<file path="config.mk">
export PLATFORM = sky130hd
export DESIGN_NAME = selective_repeat_receiver_flat
export DESIGN_NICKNAME = d
export VERILOG_FILES = /design/src/rtl/srr_pkg.sv /design/src/rtl/srr_ifs.sv /design/src/rtl/srr_ctrl.sv /design/src/rtl/srr_dp.sv /design/src/rtl/selective_repeat_receiver.sv /design/src/flat_wrapper.sv
export SDC_FILE = /design/constraint.sdc
export NUM_CORES = 1
export LEC_CHECK = 0
export ABC_AREA = 1
export BUFFER_PORTS_ARGS = -buffer_cell sky130_fd_sc_hd__buf_4
export CORE_MARGIN = 2
export CORE_UTILIZATION = 55
export DETAILED_ROUTE_END_ITERATION = 16
export GPL_ROUTABILITY_DRIVEN = 0
export GPL_TIMING_DRIVEN = 0
export PLACE_DENSITY_LB_ADDON = 0.08
export SYNTH_ARGS = -nofsm -noshare
export SYNTH_HDL_FRONTEND = slang
export SYNTH_SLANG_ARGS = --single-unit
</file>
<file path="constraint.sdc">
create_clock -name clk -period 4.4 [get_ports clk]
set_clock_uncertainty 0.2 [all_clocks]
set_input_delay 0.44 -clock clk [delete_from_list [all_inputs] [get_ports clk]]
set_output_delay 0.44 -clock clk [all_outputs]
set_load 0.05 [all_outputs]
</file>
<file path="src/rtl/srr_pkg.sv">
// shared constants, types and state encoding of the selective repeat receiver
package srr_pkg;

	// field widths of the packet and result beats
	localparam int SEQ_NUM_W = 3;
	localparam int PAYLOAD_W = 64;

	// default configuration
	localparam int SEQ_SPACE    = 8;
	localparam int WINDOW       = 4;
	localparam int PAYLOAD_BITS = 64;

	// result kind codes
	localparam logic KIND_DELIVER = 1'b0;
	localparam logic KIND_ACK     = 1'b1;

	// controller states
	typedef enum logic [2:0] {
		ST_IDLE,
		ST_FIRST,
		ST_CHECK,
		ST_SLOT,
		ST_ACK
	} state_t;

	// which result the datapath drives onto the output
	typedef enum logic [1:0] {
		SEL_FIRST,
		SEL_SLOT,
		SEL_ACK
	} sel_t;

	// controller to datapath commands
	typedef struct packed {
		logic load;     // packet beat accepted
		logic advance;  // delivery beat taken: free base slot, step base
		logic count;    // delivery came from a buffered slot
		sel_t sel;
	} cmd_t;

	// datapath to controller status
	typedef struct packed {
		logic good;      // arriving packet passed its checksum
		logic in_order;  // arriving packet sits at the window base
		logic more;      // next base slot holds a packet and the run may go on
	} status_t;

endpackage

</file>
<file path="src/rtl/srr_ifs.sv">
// packet and result channel interfaces

interface srr_in_if;
	logic                           valid;
	logic                           ready;
	logic [srr_pkg::SEQ_NUM_W-1:0]  seq_num;
	logic                           checksum_good;
	logic [srr_pkg::PAYLOAD_W-1:0]  payload;

	modport source(output valid, seq_num, checksum_good, payload, input ready);
	modport sink(input valid, seq_num, checksum_good, payload, output ready);
endinterface

interface srr_out_if;
	logic                           valid;
	logic                           ready;
	logic                           kind;
	logic [srr_pkg::SEQ_NUM_W-1:0]  ack_number;
	logic [srr_pkg::PAYLOAD_W-1:0]  data_out;
	logic                           last;

	modport source(output valid, kind, ack_number, data_out, last, input ready);
	modport sink(input valid, kind, ack_number, data_out, last, output ready);
endinterface

</file>
<file path="src/rtl/srr_ctrl.sv">
// controller state machine: packet accept, delivery run and acknowledgement
module srr_ctrl (
	input  logic             clk,
	input  logic             arst_n,
	input  logic             in_valid,
	input  logic             out_ready,
	input  srr_pkg::status_t status,
	output logic             in_ready,
	output logic             out_valid,
	output srr_pkg::cmd_t    cmd
);

	srr_pkg::state_t state_q;
	srr_pkg::state_t state_nxt;

	// state register
	always_ff @(posedge clk or negedge arst_n) begin
		if (!arst_n) begin
			state_q <= srr_pkg::ST_IDLE;
		end else begin
			state_q <= state_nxt;
		end
	end

	// next state
	always_comb begin
		state_nxt = state_q;
		case (state_q)
			srr_pkg::ST_IDLE: begin
				if (in_valid) begin
					if (!status.good) begin
						state_nxt = srr_pkg::ST_IDLE;
					end else if (status.in_order) begin
						state_nxt = srr_pkg::ST_FIRST;
					end else begin
						state_nxt = srr_pkg::ST_ACK;
					end
				end
			end
			srr_pkg::ST_FIRST: begin
				if (out_ready) begin
					state_nxt = srr_pkg::ST_CHECK;
				end
			end
			srr_pkg::ST_CHECK: begin
				state_nxt = status.more ? srr_pkg::ST_SLOT : srr_pkg::ST_ACK;
			end
			srr_pkg::ST_SLOT: begin
				if (out_ready) begin
					state_nxt = srr_pkg::ST_CHECK;
				end
			end
			srr_pkg::ST_ACK: begin
				if (out_ready) begin
					state_nxt = srr_pkg::ST_IDLE;
				end
			end
			default: begin
				state_nxt = srr_pkg::ST_IDLE;
			end
		endcase
	end

	// outputs and commands
	always_comb begin
		in_ready    = 1'b0;
		out_valid   = 1'b0;
		cmd.load    = 1'b0;
		cmd.advance = 1'b0;
		cmd.count   = 1'b0;
		cmd.sel     = srr_pkg::SEL_ACK;
		case (state_q)
			srr_pkg::ST_IDLE: begin
				in_ready = 1'b1;
				cmd.load = in_valid;
			end
			srr_pkg::ST_FIRST: begin
				out_valid   = 1'b1;
				cmd.sel     = srr_pkg::SEL_FIRST;
				cmd.advance = out_ready;
			end
			srr_pkg::ST_CHECK: begin
				cmd.sel = srr_pkg::SEL_SLOT;
			end
			srr_pkg::ST_SLOT: begin
				out_valid   = 1'b1;
				cmd.sel     = srr_pkg::SEL_SLOT;
				cmd.advance = out_ready;
				cmd.count   = out_ready;
			end
			srr_pkg::ST_ACK: begin
				out_valid = 1'b1;
				cmd.sel   = srr_pkg::SEL_ACK;
			end
			default: begin
				in_ready = 1'b0;
			end
		endcase
	end

endmodule

</file>
<file path="src/rtl/srr_dp.sv">
// datapath: window base, slot valid bits, slot payload memory and result mux
module srr_dp #(
	parameter int SEQ_SPACE    = srr_pkg::SEQ_SPACE,
	parameter int WINDOW       = srr_pkg::WINDOW,
	parameter int PAYLOAD_BITS = srr_pkg::PAYLOAD_BITS
) (
	input  logic                           clk,
	input  logic                           arst_n,
	input  srr_pkg::cmd_t                  cmd,
	input  logic [srr_pkg::SEQ_NUM_W-1:0]  seq_num,
	input  logic                           checksum_good,
	input  logic [srr_pkg::PAYLOAD_W-1:0]  payload,
	output srr_pkg::status_t               status,
	output logic                           kind,
	output logic [srr_pkg::SEQ_NUM_W-1:0]  ack_number,
	output logic [srr_pkg::PAYLOAD_W-1:0]  data_out,
	output logic                           last
);

	localparam int SEQ_W   = $clog2(SEQ_SPACE);
	localparam int EXTRA_W = (WINDOW > 1) ? $clog2(WINDOW) : 1;
	localparam logic [SEQ_W-1:0]   BASE_LAST = SEQ_W'(SEQ_SPACE - 1);
	localparam logic [SEQ_W:0]     SPACE_X   = (SEQ_W + 1)'(SEQ_SPACE);
	localparam logic [EXTRA_W-1:0] EXTRA_MAX = EXTRA_W'(WINDOW - 1);

	logic [SEQ_W-1:0]              base_q;
	logic [SEQ_SPACE-1:0]          valid_q;
	logic [EXTRA_W-1:0]            extra_q;
	logic [srr_pkg::SEQ_NUM_W-1:0] seq_q;
	logic [PAYLOAD_BITS-1:0]       data_q;
	logic [PAYLOAD_BITS-1:0]       rd_q;
	logic [PAYLOAD_BITS-1:0]       slot_mem [SEQ_SPACE];

	logic [srr_pkg::SEQ_NUM_W-1:0] seq_in;
	logic [SEQ_W-1:0]              seq_idx;
	logic [SEQ_W:0]                diff;
	logic [SEQ_W:0]                gap;
	logic                          in_window;
	logic                          store;

	// sequence number reduced into the sequence space (one compare and subtract,
	// since the field never reaches twice the sequence space)
	assign seq_in  = (32'(seq_num) >= SEQ_SPACE)
		? srr_pkg::SEQ_NUM_W'(32'(seq_num) - SEQ_SPACE) : seq_num;
	assign seq_idx = SEQ_W'(seq_in);

	// distance from the base, modulo the sequence space
	assign diff = {1'b0, seq_idx} + SPACE_X - {1'b0, base_q};
	assign gap  = (diff >= SPACE_X) ? (diff - SPACE_X) : diff;
	assign in_window = (32'(gap) < WINDOW);

	// out-of-order packet inside the window with a free slot
	assign store = cmd.load && checksum_good && (seq_idx != base_q) && in_window
		&& !valid_q[seq_idx];

	assign status.good     = checksum_good;
	assign status.in_order = (seq_idx == base_q);
	assign status.more     = (extra_q < EXTRA_MAX) && valid_q[base_q];

	// window base, slot valid bits and run length
	always_ff @(posedge clk or negedge arst_n) begin
		if (!arst_n) begin
			base_q  <= '0;
			valid_q <= '0;
			extra_q <= '0;
		end else begin
			if (cmd.load) begin
				extra_q <= '0;
			end else if (cmd.count) begin
				extra_q <= extra_q + 1'b1;
			end
			if (store) begin
				valid_q[seq_idx] <= 1'b1;
			end
			if (cmd.advance) begin
				valid_q[base_q] <= 1'b0;
				base_q <= (base_q == BASE_LAST) ? '0 : (base_q + 1'b1);
			end
		end
	end

	// accepted packet fields
	always_ff @(posedge clk) begin
		if (cmd.load) begin
			seq_q  <= seq_in;
			data_q <= payload[PAYLOAD_BITS-1:0];
		end
	end

	// slot payload memory, read at the window base
	always_ff @(posedge clk) begin
		if (store) begin
			slot_mem[seq_idx] <= payload[PAYLOAD_BITS-1:0];
		end
		rd_q <= slot_mem[base_q];
	end

	// result fields
	always_comb begin
		kind       = srr_pkg::KIND_DELIVER;
		ack_number = '0;
		data_out   = '0;
		last       = 1'b0;
		case (cmd.sel)
			srr_pkg::SEL_FIRST: begin
				data_out = srr_pkg::PAYLOAD_W'(data_q);
			end
			srr_pkg::SEL_SLOT: begin
				data_out = srr_pkg::PAYLOAD_W'(rd_q);
			end
			srr_pkg::SEL_ACK: begin
				kind       = srr_pkg::KIND_ACK;
				ack_number = seq_q;
				last       = 1'b1;
			end
			default: begin
				kind = srr_pkg::KIND_DELIVER;
			end
		endcase
	end

endmodule

</file>
<file path="src/rtl/selective_repeat_receiver.sv">
// Selective repeat receiver top level. One packet beat is taken at a time. A packet
// with a bad checksum is dropped. A good packet outside the window base is stored in
// the slot of its sequence number (if inside the window and the slot is free) and
// acknowledged. A packet at the base is delivered, then the buffered packets that
// follow it are delivered, each after one registered read of the slot memory at the
// new base, and the packet ends with its acknowledgement (last set). At most
// WINDOW - 1 buffered packets are delivered per packet, and each result waits while
// the result sink holds ready low.
module selective_repeat_receiver #(
	parameter int SEQ_SPACE    = srr_pkg::SEQ_SPACE,
	parameter int WINDOW       = srr_pkg::WINDOW,
	parameter int PAYLOAD_BITS = srr_pkg::PAYLOAD_BITS
) (
	input  logic         clk,
	input  logic         arst_n,
	srr_in_if.sink       pkt,
	srr_out_if.source    res
);

	srr_pkg::cmd_t    cmd;
	srr_pkg::status_t status;

	// sequencing
	srr_ctrl u_ctrl (
		.clk       (clk),
		.arst_n    (arst_n),
		.in_valid  (pkt.valid),
		.out_ready (res.ready),
		.status    (status),
		.in_ready  (pkt.ready),
		.out_valid (res.valid),
		.cmd       (cmd)
	);

	// window state and result fields
	srr_dp #(
		.SEQ_SPACE    (SEQ_SPACE),
		.WINDOW       (WINDOW),
		.PAYLOAD_BITS (PAYLOAD_BITS)
	) u_dp (
		.clk           (clk),
		.arst_n        (arst_n),
		.cmd           (cmd),
		.seq_num       (pkt.seq_num),
		.checksum_good (pkt.checksum_good),
		.payload       (pkt.payload),
		.status        (status),
		.kind          (res.kind),
		.ack_number    (res.ack_number),
		.data_out      (res.data_out),
		.last          (res.last)
	);

endmodule
</file>
<file path="src/flat_wrapper.sv">
// flat-port wrapper written by rule: the top's interface ports become plain ports
module selective_repeat_receiver_flat 
#(
	parameter int SEQ_SPACE    = srr_pkg::SEQ_SPACE,
	parameter int WINDOW       = srr_pkg::WINDOW,
	parameter int PAYLOAD_BITS = srr_pkg::PAYLOAD_BITS
)
  (clk, arst_n, pkt_valid, pkt_seq_num, pkt_checksum_good, pkt_payload, pkt_ready, res_valid, res_kind, res_ack_number, res_data_out, res_last, res_ready);
  srr_in_if pkt_i ();
  srr_out_if res_i ();
  input  logic clk;
  input  logic arst_n;
  input wire logic [$bits(pkt_i.valid)-1:0] pkt_valid;
  input wire logic [$bits(pkt_i.seq_num)-1:0] pkt_seq_num;
  input wire logic [$bits(pkt_i.checksum_good)-1:0] pkt_checksum_good;
  input wire logic [$bits(pkt_i.payload)-1:0] pkt_payload;
  output wire logic [$bits(pkt_i.ready)-1:0] pkt_ready;
  output wire logic [$bits(res_i.valid)-1:0] res_valid;
  output wire logic [$bits(res_i.kind)-1:0] res_kind;
  output wire logic [$bits(res_i.ack_number)-1:0] res_ack_number;
  output wire logic [$bits(res_i.data_out)-1:0] res_data_out;
  output wire logic [$bits(res_i.last)-1:0] res_last;
  input wire logic [$bits(res_i.ready)-1:0] res_ready;
  assign pkt_i.valid = pkt_valid;
  assign pkt_i.seq_num = pkt_seq_num;
  assign pkt_i.checksum_good = pkt_checksum_good;
  assign pkt_i.payload = pkt_payload;
  assign pkt_ready = pkt_i.ready;
  assign res_valid = res_i.valid;
  assign res_kind = res_i.kind;
  assign res_ack_number = res_i.ack_number;
  assign res_data_out = res_i.data_out;
  assign res_last = res_i.last;
  assign res_i.ready = res_ready;
  selective_repeat_receiver #(.SEQ_SPACE(SEQ_SPACE), .WINDOW(WINDOW), .PAYLOAD_BITS(PAYLOAD_BITS)) u_core (.clk(clk), .arst_n(arst_n), .pkt(pkt_i), .res(res_i));
endmodule
</file>
==> impl.org <==
** STA
- Unrepaired setup endpoints after global routing :: false
- Number of setup violations in the final report :: 0
- Max-slew violation total from the final report :: 0
- Fmax :: 269 MHz
- Slew Limit Headroom :: 36.5%
- Adding up every negative setup slack in the final design gives 0 ns.
- Pin slew with the least headroom to its limit :: 0.952 ns
- Post-layout worst setup margin :: 0.677 ns
- Fin crit share :: 84.6%
- The final-report hold violation count came to 0.
- The smallest clock period supported by the final layout is computed as 3.72 ns.

** Clocking
- Library cell used as clock root buffer :: sky130_fd_sc_hd__clkbuf_16
- Clock-pin slew was measured on the worst setup and hold paths at 0.06 ns.
- The number of setup buffers added after CTS is 0.
- TritonCTS clock tree :: done
- Sinks on Clock Net :: 659
- Buffers inserted during clock tree synthesis total 68.
- The clock passes through at most 3 buffers.
- At the later pin of the worst-skew pair, clock insertion delay measures 0.59 ns.
- Total number of H-tree levels :: 3

** Global routing
- Number of global-route vias before repair :: 15,200
- Entering global routing, the biggest net connects 50 pins.
- Global routing used 27.6% of the available tracks.
- Global routing finished with a remaining overflow of 0.
- The first global-routing pass estimated 93,900 µm of wire.
- The number of antenna violations at the first check in global routing came to 3.

** Critical path
- STA puts the critical path data arrival time at 3.08 ns.
- End point of the critical path :: res_data_out[34]
- Endpoint of the worst-slack reg-to-reg timing path :: u_core.u_dp.slot_mem[4][31]$_DFFE_PP_
- The worst setup path is captured at a primary output.
- Worst reg2reg setup slack :: 1.43 ns
- Worst reg2reg path startpoint :: u_core.u_dp.base_q[1]$_DFFE_PN0P_
- Worst setup path class :: register to primary output
- Maximum fanout along the worst path :: 10
- STA puts the critical path data required time at 3.76 ns.
- STA classifies the critical path startpoint as a register.
- CP Launch Point :: u_core.u_ctrl.state_q[2]$_DFFE_PN0P_
- Worst Reg2Reg Path Length in Cells :: 11

** Power
- Cell Pwr Density :: 623 nW/µm²
- VDD IR-drop max :: 0.000338 V
- The design draws 18.3 mW.
- For this design the static power due to leakage is 10.5 nW.

** Synthesis
- Netlist cell types :: 28
- The cell count after synthesis came out at 1,765.
- A synthesized cell averages 13.9 µm².
- After synthesis the netlist holds a flip-flop and latch count of 659.
- The number of nets handed over by synthesis was 1,842.
- After synthesis, flip-flops and latches occupy 77.9% of the total area.
- Counting flops with a built-in enable in the synthesized netlist gives 579.
- Most frequently used flop master after synthesis :: sky130_fd_sc_hd__edfxtp_1
- Number of warnings issued by yosys :: 0
- Summing every instance area after synthesis gives 24,500 µm².
- Async SR Flop Fraction :: 2.43%

** Routing
- After detailed routing, the total wire length is 63,300 µm.
- Violation count after the first detailed-routing iteration :: 1,718
- Detailed routing inserted a total of 15,300 vias.
- Post-route DRC violation count :: 0
- Once detail routing completed, the nets flagged for antenna violations numbered 0.
- In the routed layout, each cell is associated on average with a via count of 5.68.
- In the final routed layout, each cell accounts on average for 23.5 µm.
- Total iterations of the first detailed-routing run :: 5

** Place
- At the placement stage, the worst setup path has a slack of 1.18 ns.
- During placement, the flow inserted port buffers numbering 142.
- Including well taps, the total number of placed cells is 2,508.
- Final HPWL from detailed placement :: 36,200 µm
- Placed Instance Area :: 26,600 µm²

** Hold path
- Kind of path behind the tightest hold check :: primary input to register

** Final layout
- After routing the design area is 29,400 µm².
- The count of cells in the finished layout, fillers not included, comes to 2,699.
- The final layout contains 2,132 nets.
- Of the cells placed in the final design, the portion with a size suffix greater than 1 is 15.4%.
- The layout has 3,173 filler cells.
- Area overhead of the layout relative to synthesis :: 20.1%

** Floorplanning
- Area of the placeable core :: 44,000 µm²
- From left edge to right edge, the die measures 215 µm.
- Initial standard-cell utilization of the core :: 55.6%
- Chip Height :: 215 µm
- Overall die area :: 46,200 µm²
- Site row count :: 77
- For this design the top-level I/O count stands at 143.

** Job
- Max-Cap Viols :: 0

** Outcome
- Result of the run :: completed
critical path: stages, from the launching register on:
cell and delay (ns):
sky130_fd_sc_hd__dfrtp_1 0.44, sky130_fd_sc_hd__nor2_1 0.17, sky130_fd_sc_hd__inv_1 0.10, sky130_fd_sc_hd__nor2_2 0.69
sky130_fd_sc_hd__buf_2 0.53, sky130_fd_sc_hd__a22o_1 0.32, sky130_fd_sc_hd__buf_4 0.24
cell usage after synthesis, types with 5 or more instances:
| cell type | instances | area, µm² |
|---|---|---|
| sky130_fd_sc_hd__clkbuf_1 | 37 | 139 |
| sky130_fd_sc_hd__o21ai_0 | 250 | 1250 |
| sky130_fd_sc_hd__dfrtp_1 | 16 | 400 |
| sky130_fd_sc_hd__buf_4 | 21 | 158 |
| sky130_fd_sc_hd__a22o_1 | 64 | 561 |
| sky130_fd_sc_hd__nor2_2 | 5 | 31.3 |
| sky130_fd_sc_hd__nand2_1 | 46 | 173 |
| sky130_fd_sc_hd__nand3_1 | 20 | 100 |
| sky130_fd_sc_hd__buf_2 | 40 | 200 |
| sky130_fd_sc_hd__edfxtp_1 | 579 | 17400 |
| sky130_fd_sc_hd__inv_1 | 44 | 165 |
| sky130_fd_sc_hd__ha_1 | 5 | 62.6 |
| sky130_fd_sc_hd__nor3_1 | 9 | 45.0 |
| sky130_fd_sc_hd__dfxtp_1 | 64 | 1280 |
| sky130_fd_sc_hd__nor2_1 | 468 | 1760 |
| sky130_fd_sc_hd__o21ai_1 | 9 | 45.0 |
| sky130_fd_sc_hd__o2111ai_1 | 63 | 552 |
| sky130_fd_sc_hd__a21oi_1 | 9 | 45.0 |
worst min path at each step:
stage,startpoint,end,cells after the start
after detailed placement,arst_n,u_core.u_dp.valid_q[5]$_DFF_PN0_,1
final,pkt_checksum_good,u_core.u_ctrl.state_q[2]$_DFFE_PN0P_,5
after global placement,arst_n,u_core.u_dp.valid_q[5]$_DFF_PN0_,1
after floorplan,arst_n,u_core.u_ctrl.state_q[0]$_DFFE_PN0P_,0
after CTS,pkt_checksum_good,u_core.u_ctrl.state_q[2]$_DFFE_PN0P_,5
after global routing,pkt_checksum_good,u_core.u_ctrl.state_q[2]$_DFFE_PN0P_,5
flip-flops by register name, indices dropped and copies added (netlist names):
signal / cells
u_core.u_dp.extra_q: 2
u_core.u_dp.valid_q: 8
u_core.u_dp.slot_mem: 512
u_core.u_dp.seq_q: 3
u_core.u_dp.base_q: 3
u_core.u_dp.data_q: 64
u_core.u_dp.rd_q: 64
u_core.u_ctrl.state_q: 3
cells by family (layout without fill, tap and decap cells):
group | after synthesis | count (layout) | synth area share, %
DFF | 659 | 659 | 77.9
and+or+nand+nor | 551 | 551 | 8.70
xor gates and xnor gates | 2 | 2 | 0.0716
adders and majority gates | 5 | 5 | 0.256
buffers and inverters | 146 | 487 | 2.80
AOI/OAI and AO/OA | 402 | 402 | 10.3
other | 0 | 1 | 0
cell usage in the layout (no fill, tap or decap), types with 5 or more instances in the layout:
master and n:
sky130_fd_sc_hd__a21oi_1 9, sky130_fd_sc_hd__nand3_1 20, sky130_fd_sc_hd__clkbuf_1 61, sky130_fd_sc_hd__dfxtp_1 64, sky130_fd_sc_hd__dlygate4sd3_1 69, sky130_fd_sc_hd__clkinv_1 6, sky130_fd_sc_hd__dfrtp_1 16, sky130_fd_sc_hd__inv_4 9
sky130_fd_sc_hd__o21ai_1 9, sky130_fd_sc_hd__inv_1 35, sky130_fd_sc_hd__bufinv_16 5, sky130_fd_sc_hd__nor3_1 9, sky130_fd_sc_hd__clkinv_2 11, sky130_fd_sc_hd__nor2_2 6, sky130_fd_sc_hd__ha_1 5, sky130_fd_sc_hd__edfxtp_1 579
sky130_fd_sc_hd__clkbuf_16 71, sky130_fd_sc_hd__o21ai_0 250, sky130_fd_sc_hd__buf_2 40, sky130_fd_sc_hd__a22o_1 64, sky130_fd_sc_hd__nand2_1 46, sky130_fd_sc_hd__buf_4 163, sky130_fd_sc_hd__o2111ai_1 63, sky130_fd_sc_hd__nor2_1 467
sky130_fd_sc_hd__buf_16 9
what timing repair did:
action                    in CTS  in global routing
hold buffers                  69                  0
hold endpoints to repair     598                  0
resized for setup              0                  0
area by class of cell:
type	count	area (µm²)	share of cell area, %
Antenna cell	1	2.50	0.00851
Buffer	99	508	1.73
Clock buffer	98	1910	6.49
Clock inverter	23	236	0.805
Inverter	47	199	0.677
Multi-Input combinational cell	960	4720	16.1
Sequential cell	659	19100	64.9
Tap cell	592	741	2.52
Timing Repair Buffer	220	2000	6.82
report_power, final:
part | internal [mW] | total, mW | switching [mW]
Sequential | 7.46 | 7.67 | 0.205
Clock | 3.31 | 5.58 | 2.27
Combinational | 1.43 | 5.06 | 3.63
Total | 12.2 | 18.3 | 6.11
routing by layer:
metal / share of wire (%) / GRT usage (%)
met5: 0.038 / 0
met4: 1.8 / 7.73
met3: 8.6 / 4.76
met2: 47 / 44.6
met1: 42 / 39.2
stage by stage:
stage | hold slack (ns) | utilization, %
finish | 0.0303 | 66.8
global route | 0.0820 | 66.8
CTS | 0.0127 | 66.7
detailed placement | 0.123 | 60.3
global placement | 0.119 | 59.7
floorplan | -0.0556 | -
Note: power is estimated with default switching activity, not from simulation.
